==> src/rtl/core/mbcb_pkg.sv <==
// Shared types, codes and constants of the masked blend convolution blur.
package mbcb_pkg;

  localparam int TEX_DIM_DEF  = 64;
  localparam int MAX_TAPS_DEF = 8;

  localparam int POS_W      = 12;
  localparam int CHAN_W     = 16;
  localparam int NUM_CHAN   = 4;
  localparam int PIX_W      = CHAN_W * NUM_CHAN;
  localparam int WS_W       = 23;
  localparam int BF_W       = 17;
  localparam int FULL_BLEND = 65536;
  localparam int ADDR_W     = 5;
  localparam int DATA_W     = 32;

  localparam logic [NUM_CHAN-1:0] ALL_CHANNELS = 4'hf;

  // input command codes
  localparam logic [1:0] CMD_LOAD_PIX  = 2'd0;
  localparam logic [1:0] CMD_LOAD_COEF = 2'd1;
  localparam logic [1:0] CMD_COMPUTE   = 2'd2;

  // filter modes
  localparam logic [1:0] MODE_2D    = 2'd0;
  localparam logic [1:0] MODE_HORIZ = 2'd1;
  localparam logic [1:0] MODE_VERT  = 2'd2;

  // register indexes
  localparam logic [2:0] REG_FILTER_MODE   = 3'd0;
  localparam logic [2:0] REG_FILTER_WIDTH  = 3'd1;
  localparam logic [2:0] REG_FILTER_HEIGHT = 3'd2;
  localparam logic [2:0] REG_WEIGHT_SUM    = 3'd3;
  localparam logic [2:0] REG_BLEND_FACTOR  = 3'd4;
  localparam logic [2:0] REG_CHANNEL_MASK  = 3'd5;
  localparam logic [2:0] REG_IMAGE_WIDTH   = 3'd6;
  localparam logic [2:0] REG_IMAGE_HEIGHT  = 3'd7;

  typedef struct packed {
    logic [1:0]               command;
    logic [POS_W-1:0]         position;
    logic signed [CHAN_W-1:0] chan0;
    logic signed [CHAN_W-1:0] chan1;
    logic signed [CHAN_W-1:0] chan2;
    logic signed [CHAN_W-1:0] chan3;
    logic signed [CHAN_W-1:0] coefficient;
  } in_item_t;

  typedef struct packed {
    logic [POS_W-1:0]         pixel_index;
    logic signed [CHAN_W-1:0] out_chan0;
    logic signed [CHAN_W-1:0] out_chan1;
    logic signed [CHAN_W-1:0] out_chan2;
    logic signed [CHAN_W-1:0] out_chan3;
  } out_item_t;

  typedef struct packed {
    logic [1:0]          filter_mode;
    logic [3:0]          filter_width;
    logic [3:0]          filter_height;
    logic [WS_W-1:0]     weight_sum;
    logic [BF_W-1:0]     blend_factor;
    logic [NUM_CHAN-1:0] channel_mask;
    logic [6:0]          image_width;
    logic [6:0]          image_height;
  } cfg_t;

  typedef enum logic [3:0] {
    S_IDLE, S_DIVX, S_XMID, S_DIVY, S_YMID, S_CENTER, S_OFFS,
    S_TAPS, S_DRAIN, S_DIV, S_BLEND, S_FIN, S_EMIT
  } ctrl_state_t;

  typedef enum logic [1:0] {
    XY_HOLD, XY_STEP, XY_LOAD_Y, XY_FINISH
  } xy_op_t;

  typedef struct packed {
    logic   take;
    logic   wr_tex;
    logic   wr_coef;
    xy_op_t xy_op;
    logic   back_step;
    logic   issue_center;
    logic   issue_tap;
    logic   div_load;
    logic   div_step;
    logic   blend_mul;
    logic   blend_fin;
  } dp_cmd_t;

  typedef struct packed {
    logic offs_done;
    logic last_tap;
    logic pipe_busy;
  } dp_status_t;

endpackage

==> src/rtl/core/mbcb_ctrl.sv <==
// Sequencing state machine of the blur: load, position divide, window, divide, blend.
module mbcb_ctrl #(
  parameter int MAX_TAPS = mbcb_pkg::MAX_TAPS_DEF
) (
  input  logic                 clk,
  input  logic                 rst,
  input  logic                 in_valid,
  input  logic [1:0]           in_command,
  output logic                 in_stall,
  input  logic                 out_free,
  output logic                 emit,
  input  mbcb_pkg::dp_status_t status,
  output mbcb_pkg::dp_cmd_t    cmd
);

  localparam int ACCW = 32 + $clog2(MAX_TAPS * MAX_TAPS);
  localparam int CNTW = $clog2(ACCW);

  mbcb_pkg::ctrl_state_t state, state_next;
  logic [CNTW-1:0] cnt, cnt_next;

  always_ff @(posedge clk) begin
    if (rst) begin
      state <= mbcb_pkg::S_IDLE;
      cnt   <= '0;
    end else begin
      state <= state_next;
      cnt   <= cnt_next;
    end
  end

  always_comb begin
    state_next = state;
    cnt_next   = cnt;
    case (state)
      mbcb_pkg::S_IDLE: begin
        cnt_next = '0;
        if (in_valid && in_command == mbcb_pkg::CMD_COMPUTE) state_next = mbcb_pkg::S_DIVX;
      end
      mbcb_pkg::S_DIVX: begin
        cnt_next = cnt + 1'b1;
        if (cnt == CNTW'(mbcb_pkg::POS_W - 1)) state_next = mbcb_pkg::S_XMID;
      end
      mbcb_pkg::S_XMID: begin
        cnt_next   = '0;
        state_next = mbcb_pkg::S_DIVY;
      end
      mbcb_pkg::S_DIVY: begin
        cnt_next = cnt + 1'b1;
        if (cnt == CNTW'(mbcb_pkg::POS_W - 1)) state_next = mbcb_pkg::S_YMID;
      end
      mbcb_pkg::S_YMID:   state_next = mbcb_pkg::S_CENTER;
      mbcb_pkg::S_CENTER: state_next = mbcb_pkg::S_OFFS;
      mbcb_pkg::S_OFFS: begin
        if (status.offs_done) state_next = mbcb_pkg::S_TAPS;
      end
      mbcb_pkg::S_TAPS: begin
        if (status.last_tap) state_next = mbcb_pkg::S_DRAIN;
      end
      mbcb_pkg::S_DRAIN: begin
        cnt_next = '0;
        if (!status.pipe_busy) state_next = mbcb_pkg::S_DIV;
      end
      mbcb_pkg::S_DIV: begin
        cnt_next = cnt + 1'b1;
        if (cnt == CNTW'(ACCW - 1)) state_next = mbcb_pkg::S_BLEND;
      end
      mbcb_pkg::S_BLEND: state_next = mbcb_pkg::S_FIN;
      mbcb_pkg::S_FIN:   state_next = mbcb_pkg::S_EMIT;
      mbcb_pkg::S_EMIT: begin
        if (out_free) state_next = mbcb_pkg::S_IDLE;
      end
      default: state_next = mbcb_pkg::S_IDLE;
    endcase
  end

  always_comb begin
    cmd      = '0;
    cmd.xy_op = mbcb_pkg::XY_HOLD;
    in_stall = 1'b1;
    emit     = 1'b0;
    case (state)
      mbcb_pkg::S_IDLE: begin
        in_stall    = 1'b0;
        cmd.take    = in_valid && in_command == mbcb_pkg::CMD_COMPUTE;
        cmd.wr_tex  = in_valid && in_command == mbcb_pkg::CMD_LOAD_PIX;
        cmd.wr_coef = in_valid && in_command == mbcb_pkg::CMD_LOAD_COEF;
      end
      mbcb_pkg::S_DIVX:   cmd.xy_op = mbcb_pkg::XY_STEP;
      mbcb_pkg::S_XMID:   cmd.xy_op = mbcb_pkg::XY_LOAD_Y;
      mbcb_pkg::S_DIVY:   cmd.xy_op = mbcb_pkg::XY_STEP;
      mbcb_pkg::S_YMID:   cmd.xy_op = mbcb_pkg::XY_FINISH;
      mbcb_pkg::S_CENTER: cmd.issue_center = 1'b1;
      mbcb_pkg::S_OFFS:   cmd.back_step = !status.offs_done;
      mbcb_pkg::S_TAPS:   cmd.issue_tap = 1'b1;
      mbcb_pkg::S_DRAIN:  cmd.div_load = !status.pipe_busy;
      mbcb_pkg::S_DIV:    cmd.div_step = 1'b1;
      mbcb_pkg::S_BLEND:  cmd.blend_mul = 1'b1;
      mbcb_pkg::S_FIN:    cmd.blend_fin = 1'b1;
      mbcb_pkg::S_EMIT:   emit = out_free;
      default: ;
    endcase
  end

endmodule

==> config.mk <==
export PLATFORM = sky130hd
export DESIGN_NAME = mbcb_ctrl
export DESIGN_NICKNAME = d
export VERILOG_FILES = /design/src/rtl/core/mbcb_pkg.sv /design/src/rtl/core/mbcb_ctrl.sv
export SDC_FILE = /design/constraint.sdc
export NUM_CORES = 1
export LEC_CHECK = 0
export ABC_CLOCK_PERIOD_IN_PS = 4400
export BUFFER_PORTS_ARGS = -buffer_cell sky130_fd_sc_hd__buf_2
export CORE_UTILIZATION = 39
export DETAILED_ROUTE_END_ITERATION = 8
export HOLD_SLACK_MARGIN = 0.1
export PLACE_DENSITY = 0.63
export SLEW_MARGIN = 20
export SYNTH_ARGS = -nofsm -noshare
export SYNTH_HDL_FRONTEND = slang
export SYNTH_SLANG_ARGS = --single-unit
export TNS_END_PERCENT = 100
==> constraint.sdc <==
create_clock -name clk -period 4.4 [get_ports clk]
set_input_delay 0.88 -clock clk [delete_from_list [all_inputs] [get_ports clk]]
set_output_delay 0.88 -clock clk [all_outputs]
set_load 0.1 [all_outputs]
### Word-level counts from Yosys, hierarchy flattened

Index checks and enable logic that the tools add are counted.

| word-level totals | value |
|---|---|
| bits in registers | 10 |
| input bits | 9 |
| output and inout bits | 14 |
| word-level logic and storage cells | 60 |

| cells by class | value |
|---|---|
| $add $sub $neg | 1 |
| eq/ne operators | 24 |
| mux-type cells | 21 |
| reduce and logical (&&, ||, !) cells | 12 |

Operators with widths:

| cell | count |
|---|---|
| case mux 4 bit (13 select lines) | 1 |
| two-way mux 4 bit | 8 |
| == test 4 bit, second input constant | 5 |
| == test 4 x 3 -> 1 bit, second input constant | 4 |
| inequality test 2 bit, second input constant | 8 |
| case mux 6 bit (2 select lines) | 1 |
| two-way mux 1 bit | 9 |
| == test 4 x 2 -> 1 bit, second input constant | 2 |
| AND reduction 8 bit | 1 |
| adder 6 x 1 -> 6 bit, second input constant | 1 |
| == test 6 x 4 -> 1 bit, second input constant | 1 |
| == test 6 bit, second input constant | 1 |
| case mux 2 bit (3 select lines) | 1 |
| OR reduction 3 bit | 2 |
| == test 4 x 1 -> 1 bit, second input constant | 1 |
| zero test 4 bit | 1 |
| logical AND 1 bit | 3 |
| two-way mux 3 bit | 1 |
| == test 2 x 1 -> 1 bit, second input constant | 1 |
| == test 2 bit, second input constant | 1 |
| zero test 1 bit | 2 |
| zero test 2 bit | 1 |
| nonzero test 2 bit | 1 |
| OR reduction 2 bit | 1 |

### Logic depth before layout (Yosys ltp)

Gate-level depths: netlist of run 1.

| logic depth | value |
|---|---|
| depth in word-level cells | 4 |
| depth in mapped cells | 7 |
| gate-level depth less buffers | 7 |

### Worst setup path before layout of run 1

OpenSTA, ideal clock, no wires.

| timing | value |
|---|---|
| kind | in2out |
| from | input status[0] in the netlist's numbering |
| to | output cmd[3] in the netlist's numbering |
| data arrival time | 3.754 ns |
| data required time | 3.520 ns |
| path slack | -0.234 ns |
| stages on the path | 1 |
| buffers on the path | 0 |
| path through | nor4_1 |

| on the way | value |
|---|---|
| cells in the longest elaborated chain, start to end | 2 |

RTL lines:

| what | RTL line | text |
|---|---|---|
| start, declared | mbcb_ctrl.sv:12 | `input mbcb_pkg::dp_status_t status,` |
| zero test 1 bit | mbcb_ctrl.sv:96 | `mbcb_pkg::S_DRAIN: cmd.div_load = !status.pipe_busy;` |
| two-way mux 1 bit | mbcb_ctrl.sv:82 | `case (state)` |
| end, declared | mbcb_ctrl.sv:13 | `output mbcb_pkg::dp_cmd_t cmd` |

No other way between the ends.

==> results of run 1 <==
## cell usage after synthesis (2+ instances only)
cell and n:
a21oi_1 7, a22oi_1 2, buf_2 4, dfxtp_1 10, ha_1 2, inv_1 5
inv_2 2, nand2_1 7, nand2b_1 5, nand3_1 4, nand4_1 3, nor2_1 15
nor2_2 2, nor3_1 4, nor3b_1 2, o21ai_0 3, or3_1 2, xnor2_1 2
xor2_1 2
## cell type report
class	instances	area, µm²	area share [%]
sequential	10	200	20.6
timing repair buffer	22	110	11.3
multi-input combinational	85	567	58.2
tap	27	33.8	3.47
inverter	7	26.3	2.70
clock buffer	4	36.3	3.73
## power breakdown
group | switching [W] | internal [W]
Clock | 0.0000309 | 0.0000503
Sequential | 0.00000294 | 0.0000914
Combinational | 0.0000267 | 0.00000937
Total | 0.0000605 | 0.000151
## path summary, 6_finish.rpt
check	startpoint	endpoint	slack, ps	cells after the start
min	cnt[1]$_SDFFE_PP0P_	cnt[1]$_SDFFE_PP0P_	480	2
max	state[0]$_SDFFE_PP0P_	cmd[2]	1660	3
min reg2reg	cnt[1]$_SDFFE_PP0P_	cnt[1]$_SDFFE_PP0P_	480	2
max reg2reg	state[2]$_SDFFE_PP0P_	state[2]$_SDFFE_PP0P_	2520	5
## registers in the layout, summed over array words and instances, names as in the netlist
signal,cells
cnt,6
state,4
## kinds of logic (layout without fill, tap and decap cells)
family | Yosys count | in the layout | share of synthesized area [%]
AO/OA/AOI/OAI | 26 | 26 | 25.8
flip-flops | 10 | 10 | 24.6
XOR/XNOR | 4 | 4 | 4.30
buffers and inverters | 13 | 33 | 6.61
AND/OR/NAND/NOR | 52 | 52 | 34.4
adder cells (fa/ha/maj) | 2 | 2 | 3.07
multiplexers | 1 | 1 | 1.23
## routing by layer
metal | up-vias | GRT usage (%) | part of all wire, %
met5 | - | 0 | 0
met4 | 0 | 10.0 | 1.6
met3 | 4 | 2.26 | 6.4
met2 | 34 | 22.4 | 42
met1 | 342 | 24.5 | 50
li1 | 433 | - | -
## critical path: cells and delay by family (launching register included)
kind                   cells  cell delay (ps)
flip-flops                 1              690
buffers and inverters      1              460
AND/OR/NAND/NOR            2              440
## through the flow
stage          worst slack (ps)  hold slack (ps)
4_1_cts                    1670              488
3_5_place_dp               1810              479
2_1_floorplan               315              457
3_3_place_gp               1830              473
5_1_grt                    1580              520
6_report                   1660              484
==> impl_metrics.ini, run 1 <==
[place]
hpwl_um = 1370
placed_cell_area_um2 = 937
place_congestion = 0.853
portBuffers = 22
placed_cells = 151

[status]
run_status = complete, no violations

[worst_setup_path]
critPathSlowestCell = dfxtp_1
cp_data_arrival_time_ps = 1860
required_ps = 3520
crit_chain = or2b_1, nor2_1, buf_2
cp_max_fo = 16
cp-start-kind = flip-flop
critPathMaxStageDelay_ps = 690
critical_path_class = flip-flop to output port
cp-end-kind = output port

[drt]
num_vias = 813
wl_per_cell_um = 11.8
drt_iter0_markers = 20
first_pass_iters = 4
drt-vias-per-instance = 5.25
route.detailed.drc = 0
drt-total-wl_um = 1830
antenna_left = 0

[clock_network]
clock-sinks = 10
ctsResizeCount = 0
cts_tree = built
cts_buffers = 3
clk_latency_ps = 260
postCtsSetupBuffers = 0
cts.htree.levels = 1
cts_hold_buf = 0
cts.path.max_buffers = 2
cts_root_buf = clkbuf_4
path_clk_slew_ps = 60

[synthesis]
ys_ff_latch = 10
yosys.cell_types.count = 44
ys_top_cells_by_area = dfxtp_1, nor2_1, a21oi_1
async_flop_share_pct = 0
syn_area_um2 = 815
synth_top_cell_by_area = dfxtp_1
seq_area_frac_synth_pct = 24.6
syn_inst = 108
synth_edf_count = 0
synth.top_cell.area_share_pct = 24.6
synth_flop_cell = dfxtp_1
syn_nets = 119
ys_warn_count = 0
syn_area_per_cell_um2 = 7.54

[sta]
finalMaxSlewViolations = 0
slew-limit-headroom_pct = 58.7
finalCritPeriodShare_pct = 62.2
tightest_slew_ps = 604
max_freq_ghz = 0.365
worst_clock_skew_ps = 0.688
setup-tns-final_ps = 0
hold_viol_final = 0
grt_setup_unrepaired = no
finalSetupViolations = 0
final.min_clock_period_ps = 2740

[job]
maxCapViolations = 0

[floorplan]
die_x_um = 47.7
die_y_um = 47.7
dieArea_mm2 = 0.00228
ios = 23
num_rows = 16
start_util_pct = 41.5
core_mm2 = 0.00196

[global_routing]
overflow = 0
grt_pass1_wl_um = 2590
grt_start_max_net_pins = 17
antenna_found_initial = 0
grt_pass1_vias = 586
gr-usage-all-layers_pct = 16.6

[final_layout]
finalCoreUtilization_pct = 49.6
final_common_cell = buf_2
syn_to_final_growth_pct = 19.5
fillers = 197
layout_common_cells = buf_2, nor2_1, dfxtp_1, nand2_1, a21oi_1
nets = 140
layout.cells.non_filler = 155
drive_above_1_share_pct = 28.1
final_cell_area_um2 = 973
diodes = 0

[power_and_ir_drop]
power_density_mw_per_mm2 = 217
p_leak_nw = 0.398
total_power_w = 0.000212
irDropWorstVdd_mv = 0.155

[min_path]
hp-class = flip-flop to flip-flop
Power figures use the tool's default switching activity.
==> run 2: changes to the inputs <==
- ABC_CLOCK_PERIOD_IN_PS: 4400 -> 2360
- PLACE_DENSITY: 0.63 -> 0.65
- clock period: 4.4 -> 2.36 ns (I/O delays scaled with it)
==> impl_metrics.ini, run 2 (synthesis gave the netlist of run 1 again) <==
[sta]
grt_setup_unrepaired = no
finalSetupViolations = 0
finalMaxSlewViolations = 0
slew-limit-headroom_pct = 48.1
max_freq_ghz = 0.439
finalCritPeriodShare_pct = 96.4
final.min_clock_period_ps = 2280
setup-tns-final_ps = 0
tightest_slew_ps = 760
hold_viol_final = 0
worst_clock_skew_ps = 0.279

[clock_network]
cts_buffers = 3
cts_tree = built
clock-sinks = 10
postCtsSetupBuffers = 0
path_clk_slew_ps = 60
cts.path.max_buffers = 2
cts.htree.levels = 1
clk_latency_ps = 250
cts_root_buf = clkbuf_4

[drt]
wl_per_cell_um = 12.9
antenna_left = 0
drt-total-wl_um = 1990
num_vias = 835
route.detailed.drc = 0
first_pass_iters = 4
drt_iter0_markers = 19
drt-vias-per-instance = 5.39

[final_layout]
largest-register = cnt
diodes = 0
top_regs = cnt (6), state (4)
largest_reg_flops = 6
drive_above_1_share_pct = 37.5
syn_to_final_growth_pct = 29.6
layout_common_cells = buf_2, nor2_1, dfxtp_1
final_common_cell = buf_2
nets = 141
finalCoreUtilization_pct = 53.8

[power_and_ir_drop]
intPower_w = 0.000255
seq_power_share_pct = 47.1
p_leak_nw = 0.421
irDropWorstVdd_mv = 0.308
switching_share_pct = 30.8
p_switching_w = 0.000113
power_density_mw_per_mm2 = 349
combPwrFrac_pct = 23.1
p_clk_share_pct = 29.8

[min_path]
hp-class = primary input to flip-flop

[place]
hpwl_um = 1570
place_congestion = 0.835
portBuffers = 22

[global_routing]
antenna_found_initial = 0
grt_pass1_vias = 673
grt_pass1_wl_um = 3020
gr-usage-all-layers_pct = 18.8
grt_start_max_net_pins = 14
overflow = 0

[job]
maxCapViolations = 0

[worst_setup_path]
cp-start-kind = flip-flop
critPathSlowestCell = dfxtp_1
critPathMaxStageDelay_ps = 450
crit_chain = nor2_1, nand3_1, nor3_4, buf_2
cp-end-kind = output port
cp_data_arrival_time_ps = 1800
cp_max_fo = 13
required_ps = 1890
critical_path_class = flip-flop to output port

[floorplan]
start_util_pct = 41.5
die_y_um = 47.7
die_x_um = 47.7
ios = 23
core_mm2 = 0.00196
num_rows = 16
dieArea_mm2 = 0.00228

[status]
run_status = complete, no violations
==> run 2: through the flow <==
stage	hold WS (ps)	setup slack (ps)	std cells	total power, W	instance area (µm²)
after floorplan	457	-396	108	0.000236	877
after global placement	476	388	152	0.000262	1030
after detailed placement	479	331	152	0.000263	1030
after CTS	487	43.9	155	0.000372	1050
after global routing	509	0.0564	155	0.000386	1060
final	488	84.3	155	0.000368	1060
==> run 2: area by class of cell <==
| class | count | area, µm² |
|---|---|---|
| multi-input cells | 85 | 623 |
| repair buffers | 23 | 148 |
| well taps | 27 | 33.8 |
| clock buffers | 3 | 22.5 |
| flip-flops and latches | 10 | 203 |
| fillers | 210 | 906 |
| inverters | 7 | 26.3 |
==> run 2: power by group through the flow <==
stage | combinational (W) | clock (W) | sequential, W
floorplan | 0.0000602 | 0 | 0.000176
global placement | 0.0000848 | 0 | 0.000178
detailed placement | 0.0000854 | 0 | 0.000177
CTS | 0.0000857 | 0.000113 | 0.000174
global route | 0.0000905 | 0.000121 | 0.000174
finish | 0.0000852 | 0.000110 | 0.000174
==> run 2: final timing paths <==
path                            to  slack, ps  cells after the start             startpoint
max                        cmd[10]         80                      4  state[1]$_SDFFE_PP0P_
min          state[2]$_SDFFE_PP0P_        490                      2                    rst
max reg2reg  state[0]$_SDFFE_PP0P_        510                      6    cnt[0]$_SDFFE_PP0P_
min reg2reg    cnt[1]$_SDFFE_PP0P_        490                      2    cnt[1]$_SDFFE_PP0P_
==> run 2: worst max-delay path, delay by kind of cell, from the launching register on <==
kind,cells,cell delay [ps]
DFF,1,450
buffers and inverters,1,440
and+or+nand+nor,3,660
==> run 2: timing repair <==
action / 4_1_cts / 5_1_grt
hold buffers: 0 / 0
setup endpoints to repair: 0 / 8
resized for setup: 0 / 2
==> run 2: layer usage <==
layer / GRT usage (%) / up-vias / share of wire [%]
met5: 0 / - / 0
met4: 8.33 / 0 / 1.2
met3: 1.13 / 4 / 4.8
met2: 27.3 / 29 / 44
met1: 28.3 / 370 / 50
li1: - / 432 / -
==> run 3: changes to the inputs <==
- CTS_BUF_LIST: unset -> sky130_fd_sc_hd__clkbuf_16
==> impl_metrics.ini, run 3 (synthesis gave the netlist of run 1 again) <==
[status]
run_status = complete, no violations

[worst_setup_path]
crit_chain = nor2_2, nand3_1, nor3_4, buf_2
crit_buf_inv = 1
cp-end-kind = output port
regToRegStartpoint = cnt[0]$_SDFFE_PP0P_
path_depth = 4
cp_data_arrival_time_ps = 1790
worstSetupStartpoint = state[3]$_SDFFE_PP0P_
rr_worst_depth = 6
cpLargestDelayFamily = simple AND/OR/NAND/NOR gates
cp-start-kind = flip-flop
cp_max_fo = 13
critPathSlowestCell = dfxtp_1
critical_path_class = flip-flop to output port
critPathMaxStageDelay_ps = 440
required_ps = 1890

[floorplan]
die_x_um = 47.7
dieArea_mm2 = 0.00228
num_rows = 16
core_mm2 = 0.00196
die_y_um = 47.7
start_util_pct = 41.5
ios = 23

[clock_network]
path_clk_slew_ps = 40
cts_tree = built
cts_buffers = 3
cts.path.max_buffers = 2
clk_latency_ps = 230
ctsResizeCount = 0
cts_root_buf = clkbuf_16
clock-sinks = 10
postCtsSetupBuffers = 0
cts_hold_buf = 0
cts.htree.levels = 1

[global_routing]
grt_use_met2_pct = 27.8
overflow = 0
grt_start_max_net_pins = 14
antenna_found_initial = 0
gr-max-usage-layer = met1
grt_pass1_wl_um = 3070
grtUsageMet3_pct = 3.40
gr-usage-all-layers_pct = 19.5
use_met1_pct = 28.4
grt_pass1_vias = 675

[final_layout]
drive_above_1_share_pct = 36.7
finalCoreUtilization_pct = 56.7
final_common_cell = buf_2
layout_common_cells = buf_2, nor2_1, dfxtp_1
nets = 141
largest-register = cnt
final_cell_area_mm2 = 0.00111
fillers = 200
largest_reg_flops = 6
diodes = 0
top_regs = cnt (6), state (4)
layout.cells.non_filler = 155
syn_to_final_growth_pct = 36.6

[sta]
final.min_clock_period_ps = 2260
max_freq_ghz = 0.443
worst_clock_skew_ps = 0.845
finalCritPeriodShare_pct = 95.7
fin_ws_ps = 101
hold_viol_final = 0
finalSetupViolations = 0
slew-limit-headroom_pct = 52.4
finalMaxSlewViolations = 0
grt_setup_unrepaired = no
tightest_slew_ps = 697

[job]
maxCapViolations = 0

[drt]
first_pass_iters = 4
route.detailed.drc = 0
num_vias = 848
wl_per_cell_um = 13.2
drt-total-wl_um = 2040
drt_iter0_markers = 24
drt-vias-per-instance = 5.47
antenna_left = 0

[place]
placed_cell_area_mm2 = 0.00103
place_congestion = 0.835
placed_cells = 152
hpwl_um = 1570
dp_slack_ps = 331
portBuffers = 22

[min_path]
hold_depth = 2
hp-class = flip-flop to flip-flop
min-delay-start = cnt[1]$_SDFFE_PP0P_

[power_and_ir_drop]
power_density_mw_per_mm2 = 493
irDropWorstVdd_mv = 0.457
p_leak_nw = 0.442
[run 3: changes by cell type in the layout (fill, tap and decap cells not counted)]
cell       previous run  this run
buf_2                20        18
clkbuf_16             0         3
clkbuf_4              3         2
dfxtp_1               8         9
dfxtp_2               2         1
[run 3: path summary, 6_finish.rpt]
kind,endpoint,slack (ps)
hold / removal,cnt[1]$_SDFFE_PP0P_,500
setup / recovery,cmd[10],100
setup reg to reg,state[1]$_SDFFE_PP0P_,520
hold reg to reg,cnt[1]$_SDFFE_PP0P_,500
[run 3: where the power goes]
part           internal [W]  switching, W
clock network      0.000219     0.0000700
registers          0.000172    0.00000316
logic             0.0000260     0.0000591
total              0.000416      0.000132
[run 3: through the flow]
step / TNS [ps] / total power, W / hold slack (ps)
final: 0 / 0.000549 / 502
after global routing: 0 / 0.000567 / 534
after CTS: 0 / 0.000551 / 504
after detailed placement: 0 / 0.000263 / 479
after global placement: 0 / 0.000262 / 476
after floorplan: -398 / 0.000236 / 457
[run 3: area by class of cell]
cell class              count  area (µm²)  area share, %
multi-input cells          85         623           56.0
flip-flops and latches     10         201           18.1
repair buffers             23         153           13.7
well taps                  27        33.8           3.04
inverters                   7        26.3           2.36
clock buffers               3        75.1           6.75
[run 3: worst register-to-register path: cells and delay by family, from the launching register on]
family	cells	cell delay (ps)
flip-flops	1	370
AND/OR/NAND/NOR	1	150
adder cells (fa/ha/maj)	1	230
AO/OA/AOI/OAI	4	970
[run 3: metal layers]
| metal | routed length, µm | vias to the layer above |
|---|---|---|
| li1 | - | 434 |
| met1 | 1010 | 380 |
| met2 | 895 | 30 |
| met3 | 106 | 4 |
| met4 | 28 | 0 |
| met5 | 0 | - |
